==> config.mk <==
export PLATFORM = sky130hd
export DESIGN_NAME = diagonal_region_pixel_adjust_histogram
export DESIGN_NICKNAME = d
export VERILOG_FILES = /design/src/rtl/drpah_pkg.sv /design/src/rtl/diagonal_region_pixel_adjust_histogram.sv /design/src/rtl/drpah_cfg.sv /design/src/rtl/drpah_hist.sv /design/src/rtl/drpah_pix.sv
export SDC_FILE = /design/constraint.sdc
export NUM_CORES = 2
export LEC_CHECK = 0
export ABC_AREA = 1
export BUFFER_PORTS_ARGS = -buffer_cell sky130_fd_sc_hd__buf_4
export CAP_MARGIN = 20
export CELL_PAD_IN_SITES_DETAIL_PLACEMENT = 1
export CELL_PAD_IN_SITES_GLOBAL_PLACEMENT = 1
export CORE_UTILIZATION = 50
export DETAILED_ROUTE_END_ITERATION = 6
export PLACE_DENSITY_LB_ADDON = 0.1
export SYNTH_ARGS = -nofsm -noshare
export SYNTH_HDL_FRONTEND = slang
export SYNTH_SLANG_ARGS = --single-unit
==> constraint.sdc <==
create_clock -name i_clk -period 20.4 [get_ports i_clk]
set_input_delay 1.02 -clock i_clk [delete_from_list [all_inputs] [get_ports i_clk]]
set_output_delay 1.02 -clock i_clk [all_outputs]
set_load 0.01 [all_outputs]
==> src/rtl/drpah_pkg.sv <==
// Shared types, constants and helpers of the diagonal region pixel adjust block.
package drpah_pkg;

    localparam int X_W      = 12;
    localparam int DIM_W    = 13;
    localparam int CHAN_W   = 8;
    localparam int GAIN_W   = 10;
    localparam int OFS_W    = 9;
    localparam int COUNT_W  = 25;
    localparam int NUM_BINS = 8;
    localparam int BIN_W    = 3;
    localparam int REGION_W = 2;
    localparam int GREY_W   = 8;

    localparam int APB_ADDR_W = 4;
    localparam int APB_DATA_W = 32;

    localparam longint unsigned MAX_DIM         = 64'd4096;
    localparam longint unsigned COUNT_FIELD_MAX = (64'd1 << COUNT_W) - 64'd1;
    localparam longint unsigned DIM_SQ          = MAX_DIM * MAX_DIM;
    localparam logic [COUNT_W-1:0] COUNT_LIMIT  =
        (DIM_SQ > COUNT_FIELD_MAX) ? COUNT_W'(COUNT_FIELD_MAX) : COUNT_W'(DIM_SQ);

    // grey = floor(sum / 3) as (sum * 683) >> 11, exact for sums up to 765
    localparam logic [9:0] GREY_RECIP = 10'd683;
    localparam int         GREY_SHIFT = 11;

    localparam logic [DIM_W-1:0]  RST_WIDTH  = 13'd512;
    localparam logic [DIM_W-1:0]  RST_HEIGHT = 13'd512;
    localparam logic [GAIN_W-1:0] RST_GAIN   = 10'd320;
    localparam logic [OFS_W-1:0]  RST_OFFSET = 9'd50;

    localparam logic [1:0] CFG_IDX_WIDTH  = 2'd0;
    localparam logic [1:0] CFG_IDX_HEIGHT = 2'd1;
    localparam logic [1:0] CFG_IDX_GAIN   = 2'd2;
    localparam logic [1:0] CFG_IDX_OFFSET = 2'd3;

    localparam logic KIND_PIXEL = 1'b0;
    localparam logic KIND_BIN   = 1'b1;

    localparam logic [REGION_W-1:0] REGION_RED_MINUS_GREY = 2'd0;
    localparam logic [REGION_W-1:0] REGION_BRIGHTEN       = 2'd1;
    localparam logic [REGION_W-1:0] REGION_PASS           = 2'd2;
    localparam logic [REGION_W-1:0] REGION_SCALE          = 2'd3;

    localparam logic [BIN_W-1:0] LAST_BIN = BIN_W'(NUM_BINS - 1);

    typedef struct packed {
        logic [X_W-1:0]    x_pos;
        logic [X_W-1:0]    y_pos;
        logic [CHAN_W-1:0] chan_blue;
        logic [CHAN_W-1:0] chan_green;
        logic [CHAN_W-1:0] chan_red;
        logic              frame_end;
    } t_in_item;

    typedef struct packed {
        logic                item_kind;
        logic [CHAN_W-1:0]   out_blue;
        logic [CHAN_W-1:0]   out_green;
        logic [CHAN_W-1:0]   out_red;
        logic [REGION_W-1:0] region_id;
        logic [BIN_W-1:0]    bin_number;
        logic [COUNT_W-1:0]  bin_count;
        logic                last_of_run;
    } t_out_item;

    typedef struct packed {
        logic [DIM_W-1:0]         image_width;
        logic [DIM_W-1:0]         image_height;
        logic [GAIN_W-1:0]        gain_q8;
        logic signed [OFS_W-1:0]  brightness_offset;
    } t_cfg;

    // one item in the read-modify-write stage: a pixel or a bin report
    typedef struct packed {
        logic              kind;
        logic [X_W-1:0]    x_pos;
        logic [X_W-1:0]    y_pos;
        logic [CHAN_W-1:0] blue;
        logic [CHAN_W-1:0] green;
        logic [CHAN_W-1:0] red;
        logic              frame_end;
        logic [GREY_W-1:0] grey;
        logic [BIN_W-1:0]  bin;
    } t_stage;

    typedef struct packed {
        logic               rd_en;
        logic [BIN_W-1:0]   rd_addr;
        logic               wr_en;
        logic [BIN_W-1:0]   wr_addr;
        logic [COUNT_W-1:0] wr_data;
    } t_hist_req;

    function automatic logic [GREY_W-1:0] grey_of(input logic [CHAN_W-1:0] b,
                                                  input logic [CHAN_W-1:0] g,
                                                  input logic [CHAN_W-1:0] r);
        logic [9:0]  sum;
        logic [19:0] prod;
        sum  = 10'(b) + 10'(g) + 10'(r);
        prod = 20'(sum) * 20'(GREY_RECIP);
        return prod[GREY_SHIFT +: GREY_W];
    endfunction

endpackage

==> src/rtl/diagonal_region_pixel_adjust_histogram.sv <==
// Top level: input stage, histogram read-modify-write sequencing, output register.
// Path: a pixel passes the input stage, drpah_pix and output registers before o_out_valid.
// Throughput: one pixel per cycle while i_out_stall is low and no bin report runs.
// A frame_end pixel is followed by 8 bin reports, one per cycle while not stalled, read and zeroed
// through the RAM port; input requests stall until the last bin report enters the input stage.
// Reset (synchronous, active low) loads the register defaults and marks all bins empty.
module diagonal_region_pixel_adjust_histogram #(
    parameter longint unsigned MAX_DIM = drpah_pkg::MAX_DIM
) (
    input  logic                               i_clk,
    input  logic                               i_rst_n,
    input  logic                               i_in_valid,
    output logic                               o_in_stall,
    input  drpah_pkg::t_in_item                i_in_data,
    output logic                               o_out_valid,
    input  logic                               i_out_stall,
    output drpah_pkg::t_out_item               o_out_data,
    input  logic                               psel,
    input  logic                               penable,
    input  logic                               pwrite,
    input  logic [drpah_pkg::APB_ADDR_W-1:0]   paddr,
    input  logic [drpah_pkg::APB_DATA_W-1:0]   pwdata,
    output logic [drpah_pkg::APB_DATA_W-1:0]   prdata,
    output logic                               pready
);

    localparam longint unsigned DIM_SQ = MAX_DIM * MAX_DIM;
    localparam logic [drpah_pkg::COUNT_W-1:0] COUNT_LIMIT =
        (DIM_SQ > drpah_pkg::COUNT_FIELD_MAX) ?
            drpah_pkg::COUNT_W'(drpah_pkg::COUNT_FIELD_MAX) : drpah_pkg::COUNT_W'(DIM_SQ);

    drpah_pkg::t_cfg       cfg;
    drpah_pkg::t_hist_req  hist_req;
    logic [drpah_pkg::COUNT_W-1:0] hist_count;

    logic                  r_s1_vld, n_s1_vld;
    drpah_pkg::t_stage     r_s1, n_s1;
    logic                  r_out_vld, n_out_vld;
    drpah_pkg::t_out_item  r_out, n_out;

    logic                  s2_vld;
    drpah_pkg::t_out_item  s2_res;

    logic                  adv, rep_next, in_acc, inject;
    logic [drpah_pkg::GREY_W-1:0] in_grey;
    logic [drpah_pkg::BIN_W-1:0]  rep_idx;

    drpah_cfg u_cfg (
        .i_clk   (i_clk),
        .i_rst_n (i_rst_n),
        .psel    (psel),
        .penable (penable),
        .pwrite  (pwrite),
        .paddr   (paddr),
        .pwdata  (pwdata),
        .prdata  (prdata),
        .pready  (pready),
        .o_cfg   (cfg)
    );

    drpah_hist u_hist (
        .i_clk   (i_clk),
        .i_rst_n (i_rst_n),
        .i_req   (hist_req),
        .o_count (hist_count)
    );

    drpah_pix u_pix (
        .i_clk    (i_clk),
        .i_rst_n  (i_rst_n),
        .i_adv    (adv),
        .i_s1_vld (r_s1_vld),
        .i_s1     (r_s1),
        .i_count  (hist_count),
        .i_cfg    (cfg),
        .o_vld    (s2_vld),
        .o_res    (s2_res)
    );

    assign adv = !r_out_vld || !i_out_stall;

    // a report sequence follows a frame_end pixel and runs until the last bin
    assign rep_next = r_s1_vld &&
        (((r_s1.kind == drpah_pkg::KIND_PIXEL) && r_s1.frame_end) ||
         ((r_s1.kind == drpah_pkg::KIND_BIN) && (r_s1.bin != drpah_pkg::LAST_BIN)));

    assign o_in_stall = !adv || rep_next;
    assign in_acc     = i_in_valid && !o_in_stall;
    assign inject     = adv && rep_next;
    assign rep_idx    = (r_s1.kind == drpah_pkg::KIND_PIXEL) ? '0
                                                             : r_s1.bin + drpah_pkg::BIN_W'(1);
    assign in_grey    = drpah_pkg::grey_of(i_in_data.chan_blue, i_in_data.chan_green,
                                           i_in_data.chan_red);

    always_comb begin
        n_s1     = r_s1;
        n_s1_vld = r_s1_vld;
        if (adv) begin
            n_s1_vld = inject || in_acc;
            if (inject) begin
                n_s1      = '0;
                n_s1.kind = drpah_pkg::KIND_BIN;
                n_s1.bin  = rep_idx;
            end else begin
                n_s1.kind      = drpah_pkg::KIND_PIXEL;
                n_s1.x_pos     = i_in_data.x_pos;
                n_s1.y_pos     = i_in_data.y_pos;
                n_s1.blue      = i_in_data.chan_blue;
                n_s1.green     = i_in_data.chan_green;
                n_s1.red       = i_in_data.chan_red;
                n_s1.frame_end = i_in_data.frame_end;
                n_s1.grey      = in_grey;
                n_s1.bin       = in_grey[drpah_pkg::GREY_W-1 -: drpah_pkg::BIN_W];
            end
        end
    end

    // count the pixel with saturation, or zero the bin being reported
    always_comb begin
        hist_req.rd_en   = inject || in_acc;
        hist_req.rd_addr = n_s1.bin;
        hist_req.wr_en   = adv && r_s1_vld;
        hist_req.wr_addr = r_s1.bin;
        if (r_s1.kind == drpah_pkg::KIND_BIN) begin
            hist_req.wr_data = '0;
        end else if (hist_count < COUNT_LIMIT) begin
            hist_req.wr_data = hist_count + drpah_pkg::COUNT_W'(1);
        end else begin
            hist_req.wr_data = hist_count;
        end
    end

    always_comb begin
        n_out_vld = r_out_vld;
        n_out     = r_out;
        if (adv) begin
            n_out_vld = s2_vld;
            n_out     = s2_res;
        end
    end

    always_ff @(posedge i_clk) begin
        if (!i_rst_n) begin
            r_s1_vld  <= 1'b0;
            r_out_vld <= 1'b0;
        end else begin
            r_s1_vld  <= n_s1_vld;
            r_out_vld <= n_out_vld;
        end
    end

    always_ff @(posedge i_clk) begin
        r_s1  <= n_s1;
        r_out <= n_out;
    end

    assign o_out_valid = r_out_vld;
    assign o_out_data  = r_out;

    a_bins_back_to_back: assert property (@(posedge i_clk) disable iff (!i_rst_n)
        (r_out_vld && !i_out_stall && (r_out.item_kind == drpah_pkg::KIND_BIN) &&
         (r_out.bin_number != drpah_pkg::LAST_BIN))
        |=> (r_out_vld && (r_out.item_kind == drpah_pkg::KIND_BIN) &&
             (r_out.bin_number == drpah_pkg::BIN_W'($past(r_out.bin_number) + 1))))
        else $error("bin reports not delivered in order");

    a_stall_in_report: assert property (@(posedge i_clk) disable iff (!i_rst_n)
        (r_s1_vld && (r_s1.kind == drpah_pkg::KIND_BIN) &&
         (r_s1.bin != drpah_pkg::LAST_BIN)) |-> o_in_stall)
        else $error("pixel request taken during a bin report");

    a_pixel_after_frame_end: assert property (@(posedge i_clk) disable iff (!i_rst_n)
        (adv && r_s1_vld && (r_s1.kind == drpah_pkg::KIND_PIXEL) && r_s1.frame_end)
        |=> (r_s1_vld && (r_s1.kind == drpah_pkg::KIND_BIN) && (r_s1.bin == '0)))
        else $error("report did not start with bin zero");

endmodule

==> src/rtl/drpah_cfg.sv <==
// APB register file for frame size, gain and brightness offset.
module drpah_cfg (
    input  logic                               i_clk,
    input  logic                               i_rst_n,
    input  logic                               psel,
    input  logic                               penable,
    input  logic                               pwrite,
    input  logic [drpah_pkg::APB_ADDR_W-1:0]   paddr,
    input  logic [drpah_pkg::APB_DATA_W-1:0]   pwdata,
    output logic [drpah_pkg::APB_DATA_W-1:0]   prdata,
    output logic                               pready,
    output drpah_pkg::t_cfg                    o_cfg
);

    drpah_pkg::t_cfg r_cfg;
    logic [1:0]      reg_idx;
    logic            wr_hit;

    assign reg_idx = paddr[drpah_pkg::APB_ADDR_W-1:2];
    assign wr_hit  = psel && penable && pwrite;
    assign pready  = 1'b1;
    assign o_cfg   = r_cfg;

    always_ff @(posedge i_clk) begin
        if (!i_rst_n) begin
            r_cfg.image_width       <= drpah_pkg::RST_WIDTH;
            r_cfg.image_height      <= drpah_pkg::RST_HEIGHT;
            r_cfg.gain_q8           <= drpah_pkg::RST_GAIN;
            r_cfg.brightness_offset <= drpah_pkg::RST_OFFSET;
        end else if (wr_hit) begin
            case (reg_idx)
                drpah_pkg::CFG_IDX_WIDTH: begin
                    r_cfg.image_width <= pwdata[drpah_pkg::DIM_W-1:0];
                end
                drpah_pkg::CFG_IDX_HEIGHT: begin
                    r_cfg.image_height <= pwdata[drpah_pkg::DIM_W-1:0];
                end
                drpah_pkg::CFG_IDX_GAIN: begin
                    r_cfg.gain_q8 <= pwdata[drpah_pkg::GAIN_W-1:0];
                end
                drpah_pkg::CFG_IDX_OFFSET: begin
                    r_cfg.brightness_offset <= pwdata[drpah_pkg::OFS_W-1:0];
                end
                default: begin
                end
            endcase
        end
    end

    always_comb begin
        case (reg_idx)
            drpah_pkg::CFG_IDX_WIDTH:  prdata = drpah_pkg::APB_DATA_W'(r_cfg.image_width);
            drpah_pkg::CFG_IDX_HEIGHT: prdata = drpah_pkg::APB_DATA_W'(r_cfg.image_height);
            drpah_pkg::CFG_IDX_GAIN:   prdata = drpah_pkg::APB_DATA_W'(r_cfg.gain_q8);
            drpah_pkg::CFG_IDX_OFFSET: begin
                prdata = drpah_pkg::APB_DATA_W'(unsigned'(r_cfg.brightness_offset));
            end
            default: prdata = '0;
        endcase
    end

endmodule

==> src/rtl/drpah_hist.sv <==
// Histogram RAM: one read and one write port, registered read, write-to-read forwarding.
module drpah_hist (
    input  logic                                i_clk,
    input  logic                                i_rst_n,
    input  drpah_pkg::t_hist_req                i_req,
    output logic [drpah_pkg::COUNT_W-1:0]       o_count
);

    logic [drpah_pkg::COUNT_W-1:0]  mem [drpah_pkg::NUM_BINS];
    logic [drpah_pkg::NUM_BINS-1:0] r_written;
    logic [drpah_pkg::COUNT_W-1:0]  r_rd_mem;
    logic [drpah_pkg::COUNT_W-1:0]  r_fwd_data;
    logic                           r_fwd;
    logic                           r_rd_vld;

    always_ff @(posedge i_clk) begin
        if (i_req.wr_en) begin
            mem[i_req.wr_addr] <= i_req.wr_data;
        end
        if (i_req.rd_en) begin
            r_rd_mem   <= mem[i_req.rd_addr];
            r_fwd_data <= i_req.wr_data;
        end
    end

    // bins never written since reset read as zero
    always_ff @(posedge i_clk) begin
        if (!i_rst_n) begin
            r_written <= '0;
            r_fwd     <= 1'b0;
            r_rd_vld  <= 1'b0;
        end else begin
            if (i_req.wr_en) begin
                r_written[i_req.wr_addr] <= 1'b1;
            end
            if (i_req.rd_en) begin
                r_fwd    <= i_req.wr_en && (i_req.wr_addr == i_req.rd_addr);
                r_rd_vld <= r_written[i_req.rd_addr];
            end
        end
    end

    assign o_count = r_fwd ? r_fwd_data : (r_rd_vld ? r_rd_mem : '0);

    a_forward: assert property (@(posedge i_clk) disable iff (!i_rst_n)
        (i_req.rd_en && i_req.wr_en && (i_req.wr_addr == i_req.rd_addr))
        |=> (o_count == $past(i_req.wr_data)))
        else $error("histogram read missed a same-cycle write");

endmodule

==> src/rtl/drpah_pix.sv <==
// Pixel datapath: diagonal products and channel gains, then region select and clamping; bin reports carry their count.
module drpah_pix (
    input  logic                            i_clk,
    input  logic                            i_rst_n,
    input  logic                            i_adv,
    input  logic                            i_s1_vld,
    input  drpah_pkg::t_stage               i_s1,
    input  logic [drpah_pkg::COUNT_W-1:0]   i_count,
    input  drpah_pkg::t_cfg                 i_cfg,
    output logic                            o_vld,
    output drpah_pkg::t_out_item            o_res
);

    localparam int PROD_W  = 25;
    localparam int SPROD_W = 28;
    localparam int SCALE_W = drpah_pkg::CHAN_W + drpah_pkg::GAIN_W;

    logic [PROD_W-1:0]         yw, hx;
    logic signed [13:0]        dwx;
    logic signed [SPROD_W-1:0] h_s, d_s, hwx;
    logic [SCALE_W-1:0]        sc_b, sc_g, sc_r;

    logic                      r_vld;
    logic [PROD_W-1:0]         r_yw, r_hx;
    logic signed [SPROD_W-1:0] r_hwx;
    logic [SCALE_W-1:0]        r_sc_b, r_sc_g, r_sc_r;
    drpah_pkg::t_stage         r_s2;
    logic [drpah_pkg::COUNT_W-1:0] r_count;

    logic first_diag, second_diag;

    function automatic logic [drpah_pkg::CHAN_W-1:0] sat_scale(input logic [SCALE_W-1:0] p);
        logic [drpah_pkg::CHAN_W-1:0] v;
        if (p[SCALE_W-1:16] != '0) begin
            v = 8'd255;
        end else begin
            v = p[15:8];
        end
        return v;
    endfunction

    function automatic logic [drpah_pkg::CHAN_W-1:0] add_clamp(
        input logic [drpah_pkg::CHAN_W-1:0]       c,
        input logic signed [drpah_pkg::OFS_W-1:0] ofs
    );
        logic signed [10:0]           s;
        logic [drpah_pkg::CHAN_W-1:0] v;
        s = signed'(11'(c)) + 11'(ofs);
        if (s < 0) begin
            v = '0;
        end else if (s > 11'sd255) begin
            v = 8'd255;
        end else begin
            v = s[7:0];
        end
        return v;
    endfunction

    always_comb begin
        yw   = PROD_W'(i_s1.y_pos) * PROD_W'(i_cfg.image_width);
        hx   = PROD_W'(i_s1.x_pos) * PROD_W'(i_cfg.image_height);
        dwx  = signed'({1'b0, i_cfg.image_width}) - signed'({2'b0, i_s1.x_pos});
        h_s  = SPROD_W'(signed'({1'b0, i_cfg.image_height}));
        d_s  = SPROD_W'(dwx);
        hwx  = h_s * d_s;
        sc_b = SCALE_W'(i_s1.blue)  * SCALE_W'(i_cfg.gain_q8);
        sc_g = SCALE_W'(i_s1.green) * SCALE_W'(i_cfg.gain_q8);
        sc_r = SCALE_W'(i_s1.red)   * SCALE_W'(i_cfg.gain_q8);
    end

    always_ff @(posedge i_clk) begin
        if (!i_rst_n) begin
            r_vld <= 1'b0;
        end else if (i_adv) begin
            r_vld <= i_s1_vld;
        end
    end

    always_ff @(posedge i_clk) begin
        if (i_adv) begin
            r_yw    <= yw;
            r_hx    <= hx;
            r_hwx   <= hwx;
            r_sc_b  <= sc_b;
            r_sc_g  <= sc_g;
            r_sc_r  <= sc_r;
            r_s2    <= i_s1;
            r_count <= i_count;
        end
    end

    assign first_diag  = r_yw > r_hx;
    assign second_diag = signed'(SPROD_W'(r_yw)) > r_hwx;

    always_comb begin
        o_res = '0;
        if (r_s2.kind == drpah_pkg::KIND_BIN) begin
            o_res.item_kind   = drpah_pkg::KIND_BIN;
            o_res.bin_number  = r_s2.bin;
            o_res.bin_count   = r_count;
            o_res.last_of_run = (r_s2.bin == drpah_pkg::LAST_BIN);
        end else begin
            o_res.item_kind   = drpah_pkg::KIND_PIXEL;
            o_res.last_of_run = !r_s2.frame_end;
            if (first_diag && !second_diag) begin
                o_res.region_id = drpah_pkg::REGION_RED_MINUS_GREY;
                o_res.out_blue  = (r_s2.red > r_s2.grey) ? (r_s2.red - r_s2.grey) : '0;
                o_res.out_green = o_res.out_blue;
                o_res.out_red   = o_res.out_blue;
            end else if (first_diag) begin
                o_res.region_id = drpah_pkg::REGION_BRIGHTEN;
                o_res.out_blue  = add_clamp(r_s2.blue,  i_cfg.brightness_offset);
                o_res.out_green = add_clamp(r_s2.green, i_cfg.brightness_offset);
                o_res.out_red   = add_clamp(r_s2.red,   i_cfg.brightness_offset);
            end else if (second_diag) begin
                o_res.region_id = drpah_pkg::REGION_PASS;
                o_res.out_blue  = r_s2.blue;
                o_res.out_green = r_s2.green;
                o_res.out_red   = r_s2.red;
            end else begin
                o_res.region_id = drpah_pkg::REGION_SCALE;
                o_res.out_blue  = sat_scale(r_sc_b);
                o_res.out_green = sat_scale(r_sc_g);
                o_res.out_red   = sat_scale(r_sc_r);
            end
        end
    end

    assign o_vld = r_vld;

endmodule
Yosys cells after proc, flatten, opt, wreduce, memory -nomap -nowiden --
Memory sizes are Yosys's and may differ from the RTL's. A register that Yosys moved wholly into a read port is not among the register bits. Index checks and enable logic that the tools add are counted.
Cells by class: reduce and logical (&&, ||, !) cells 31, muxes and demuxes 29, div/mod/pow operators 0, equal/unequal tests 6, $add $sub $neg 9, $lt $le $gt $ge 13, multiply operators 7, bitwise logic cells 2, shift-type cells 0
Operators by type and width (count):
- $pmux 32 s4 | 1
- $mux 25 | 4
- $mux 8 | 10
- $mux 26 | 3
- $mux 61 | 1
- $mul 8x10->18 | 3
- $mul 12x13->25 | 2
- $add 9x9->10 | 3
- $gt 10x9->1 const B | 3
- $lt 10x1->1 const B | 3
- $gt 26x28->1 | 1
- $mul 14x14->28 | 1
- $add 25x1->25 const B | 1
- $gt 25x25->1 | 1
- $lt 25x25->1 const B | 1
- $mul 10x10->19 const B | 1
- $sub 13x12->14 | 1
- $logic_and 1x1->1 | 11
- $add 9x8->10 | 1
- $add 8x8->9 | 1
- $gt 8x8->1 | 1
- $lt 3x4->1 const B | 2
- $or 8x8->8 | 1
- $reduce_and 2->1 | 4
- 19 further kinds | 36
Word-level totals: output and inout bits 91, memories 1, memory bits (writable) 200, latch bits 0, input bits 92, memory bits (read-only) 0, logic and storage cells 141, flip-flop bits (word level) 394
Memory list:
- u_hist.mem | depth 8, bits a word 25, rd ports 1, clocked after Yosys merged registers in 1, wr ports 1, line drpah_hist.sv:9 | logic [drpah_pkg::COUNT_W-1:0] mem [drpah_pkg::NUM_BINS];

Logic depth before layout (Yosys ltp) --
word-level depth 9, gate-level depth with buffers 38, depth with buffers taken out 37

Modules after synthesis --
Synthesis repeated with hierarchy kept, for this count alone.
Second synthesis, totals: cell total of the unflattened synthesis 6211, area total of the unflattened synthesis 54081.9 µm²
Modules (own cells, without submodules):
- drpah_pix | times used 1, seq. area each 5124.9 µm², area an instance 34549.4 µm², cells each 4377
- drpah_hist | times used 1, seq. area each 7707.4 µm², area an instance 10123.5 µm², cells each 784
- diagonal_region_pixel_adjust_histogram | times used 1, seq. area each 3523.4 µm², area an instance 7165.6 µm², cells each 708
- drpah_cfg | times used 1, seq. area each 900.9 µm², area an instance 2243.4 µm², cells each 342

Worst setup path before layout --
Ideal clock, no wire load.
path kind input-to-reg, start input i_out_stall, end register u_hist.r_fwd, setup slack 8.813 ns, library setup time 0.070 ns, stages 9, data arrival time 11.517 ns, required time 20.330 ns, cells stage by stage nand2_1 > inv_2 > a21oi_1 > inv_1 > nor2_1 > nand2_1 > nor2_1 > nand4_1 > a21oi_1
RTL lines:
- start: declaration | line diagonal_region_pixel_adjust_histogram.sv:16 | input logic i_out_stall,
- end signal: assignment | line drpah_hist.sv:37 | r_fwd <= i_req.wr_en && (i_req.wr_addr == i_req.rd_addr);
- end: declaration | line drpah_hist.sv:13 | logic r_fwd;

Final worst setup path --
start register r_s1[50] (netlist bit), end register u_pix.r_hwx[25], data pin
Between the ends: longest elaborated chain between the ends 2
Ends and longest elaborated chain:
- start: declaration | line diagonal_region_pixel_adjust_histogram.sv:37 | drpah_pkg::t_stage r_s1, n_s1;
- start signal: assignment | line diagonal_region_pixel_adjust_histogram.sv:153 | r_s1 <= n_s1;
- $sub 13x12->14 | line drpah_pix.sv:62 | dwx = signed'({1'b0, i_cfg.image_width}) - signed'({2'b0, i_s1.x_pos});
- $mul 14x14->28 | line drpah_pix.sv:65 | hwx = h_s * d_s;
- named net u_pix.hwx[25] | line drpah_pix.sv:20 | logic signed [SPROD_W-1:0] h_s, d_s, hwx;
- end signal: assignment | line drpah_pix.sv:83 | r_hwx <= hwx;
- end: declaration | line drpah_pix.sv:25 | logic signed [SPROD_W-1:0] r_hwx;
The timed path passes the listed nets, and every way through them passes these cells. A chain may end at the register's enable or synchronous reset.

==> run summary <==
Status = finished clean
Number of global-route vias before repair = 43,800
Antenna violations before repair = 8
Die Wd = 325 um
Final weighted congestion in routability-driven placement = 0.934
Ant diodes = 0
Tcrit/Tclk final = 40.8%
Total of max-cap violations = 0
Ys async rst share = 0%
Placed cell count = 7,218
Max Clk Rate = 120 MHz
Final setup fails = 0
Reg2reg path depth = 33
Ports = 183
Post-Layout Cell Count = 7,354
Critical Path RT = 20.80 ns
H-Tree Depth = 3
Die height = 325 um
Setup_tns = 0 ns
Setup crit start = r_s1[50]$_SDFFCE_PP0N_
Post-synth top area share = 30.7%
Register bit total from synthesis = 595
Drt wl/cell = 21.3 um
RSZ-0062 raised after global routing = false
Final Util = 55.1%
Tightest Pin Transition = 1.07 ns
Final Critical Period = 8.32 ns
Tot Pwr = 9.17 mW
Slew margin rel. = 28.6%
DP HPWL = 116,000 um
Crit Reg-Reg Endpoint = u_pix.r_hwx[25]$_DFFE_PN_
Hold Startpoint = r_s1[9]$_SDFFCE_PP0N_
Setup Crit Path Kind = register to register
Pin count of the biggest net entering global routing = 147
Initial DRC Count = 2,514
Synth Warn # = 0
Seq/Total Area, Yosys = 33.0%
Worst path most repeated cell = inv_1
TritonCTS buffer count = 74
RR Startpoint = r_s1[50]$_SDFFCE_PP0N_
Final Hold Fails = 0
Hold Crit Class = register to register
Nets = 7,036
Yosys cell types = 58
Routed wire length = 156,000 um
Clock-pin slew on the worst setup and hold paths = 0.06 ns
CTS tree = built
First-pass GRT wire length = 244,000 um
Top FF cell, synth = edfxtp_1
Hold Buf Count CTS = 0
Crit Path Max Fanout = 14
IO Port Bufs = 141
# DRC = 0
# rows = 118
TritonCTS Sinks = 595
Critical Path AT = 8.71 ns
Vias/cell = 5.43
Cell taking the most area after synthesis = edfxtp_1
Final Max Tran Viols = 0
Worst Clk Skew = 0.0609 ns
Die area = 0.106 mm2
Layout Area Growth over Synthesis = 9.13%
Effective utilization at floorplan = 50.5%
EDFF count, synth = 534
Crit-path slowest cell = edfxtp_1
Post-CTS setup buffer count = 0
LEAKAGE = 29.1 nW
Cells after Synth = 5,830
Critical Path Sink Type = register
DR pass1 iterations = 5
Mapped Avg Cell Area = 8.97 um2
Slack of the worst reg-to-reg path = 12.08 ns
Synth Cell Area = 0.0523 mm2
Max incr delay on CP = 0.83 ns
Later-pin clock latency in the skew report = 0.67 ns
GRT Overall Usage = 30.0%
DR vias = 39,900
Share of layout cells above drive strength 1 = 6.31%
Pwr dens = 161 mW/mm2
Clock tree buffer depth = 3
Grt ovf = 0
Top post-synthesis cells by area = edfxtp_1 31%, fa_1 20%, ha_1 12%, nand2_1 11%, inv_1 8.6%
Core ar. = 0.104 mm2
Hold worst-path end = u_pix.r_s2[9]$_DFFE_PN_
Clk root buf = clkbuf_16
Hold Crit Depth = 0
Post-CTS Resized = 0
Peak VDD IR = 533 uV
Critical Path Start Type = register
Antenna Nets Post-Route = 0
[registers in the layout, summed over array words and instances, names as in the netlist, 3 cells and up]
signal             flops
u_hist.mem           200
u_pix.r_hx            25
u_pix.r_s2            37
u_pix.r_count         25
u_cfg.o_cfg           45
u_hist.r_rd_mem       25
u_pix.r_sc_r          10
hist_req               3
u_pix.r_yw            25
u_hist.r_written       8
u_pix.r_sc_b          10
u_hist.r_fwd_data     25
u_pix.r_sc_g          10
u_pix.r_hwx           28
r_s1                  58
o_out_data            56
[worst max-delay path: cells and delay by family, from the launching register on]
family | cells | cell delay, ns
XOR/XNOR | 1 | 0.16
AO/OA/AOI/OAI | 4 | 0.61
adder cells (fa/ha/maj) | 8 | 3.70
AND/OR/NAND/NOR | 13 | 1.90
buffers and inverters | 7 | 0.83
flip-flops | 1 | 0.83
[cell type report]
type / instances / area (um2)
tap: 1380 / 1730
fill: 12100 / 46600
sequential: 595 / 17300
clock inverter: 50 / 442
multi-input combinational: 3828 / 29600
timing repair buffer: 209 / 1620
inverter: 1210 / 4540
clock buffer: 82 / 1890
[kinds of logic after synthesis]
family | after synthesis | synth area share [%]
adders and majority gates | 1026 | 32.1
xor gates and xnor gates | 128 | 2.14
AOI/OAI and AO/OA | 489 | 5.30
and+or+nand+nor | 2165 | 16.8
other | 2 | 0.0144
buffers and inverters | 1425 | 10.7
DFF | 595 | 33.0
[power breakdown]
| part | leakage (nW) | switching (mW) | internal [mW] |
|---|---|---|---|
| clock network | 1.13 | 0.571 | 0.707 |
| logic | 22.0 | 4.06 | 1.86 |
| registers | 6.01 | 0.138 | 1.83 |
| total | 29.1 | 4.77 | 4.40 |
[synthesized netlist by cell type (14+ instances only)]
library cell / count
ha_1: 500
o21ai_0: 142
nor2_1: 290
xnor2_1: 33
buf_2: 24
inv_1: 1194
edfxtp_1: 534
nor3_1: 37
fa_1: 526
o211ai_1: 14
clkbuf_1: 143
xor2_1: 95
nand4_1: 27
nand2_1: 1476
buf_4: 25
nand3_1: 276
a21oi_1: 229
dfxtp_1: 61
or2_2: 15
[metrics by stage]
step | hold WS, ns | area [um2] | setup WS [ns]
2_1_floorplan | 0.400 | 52400 | 8.81
3_3_place_gp | 0.406 | 54700 | 11.81
3_5_place_dp | 0.417 | 54700 | 11.57
4_1_cts | 0.390 | 57000 | 12.13
5_1_grt | 0.403 | 57100 | 11.71
6_report | 0.392 | 57100 | 12.08
[cell usage in the layout (no fill, tap or decap), types with 5 or more instances in the layout]
cell type	n
nor4_1	10
dfxtp_1	61
ha_1	500
edfxtp_1	534
a21boi_0	5
nor2_1	284
a21oi_1	228
o211ai_1	14
clkbuf_1	7
conb_1	20
clkinv_2	13
inv_1	1194
a211oi_1	13
o31ai_1	5
a31oi_1	10
a21o_1	9
clkinv_1	28
a22oi_1	13
xnor2_1	33
nand2_2	9
o21bai_1	8
o2111ai_1	12
nand4_1	27
xor2_1	95
o21ai_0	142
buf_4	204
a31o_2	5
fa_1	526
or2_2	15
nor3_1	35
nor2_2	7
nand3_1	276
clkbuf_16	74
nand2_1	1475
o21a_1	8
[how the worst max path moves through the flow]
stage	end	slack [ns]	cells past startpoint
after global routing	u_pix.r_hwx[25]$_DFFE_PN_	11.71	32
after global placement	u_hist.r_rd_mem[4]$_DFFE_PP_	11.81	33
after floorplan	u_hist.r_fwd$_SDFFE_PN0P_	8.81	9
final	u_pix.r_hwx[25]$_DFFE_PN_	12.08	33
after CTS	u_pix.r_hwx[25]$_DFFE_PN_	12.13	32
after detailed placement	u_hist.r_rd_mem[2]$_DFFE_PP_	11.57	30
[per-layer routing]
metal / track usage, % / vias to the layer above / wire length [um]
met5: 0 / - / 64
met4: 12.7 / 10 / 6820
met3: 3.73 / 284 / 7440
met2: 52.3 / 948 / 77500
met1: 37.6 / 20300 / 64600
li1: - / 18400 / -
(Power assumes the default switching activity.)
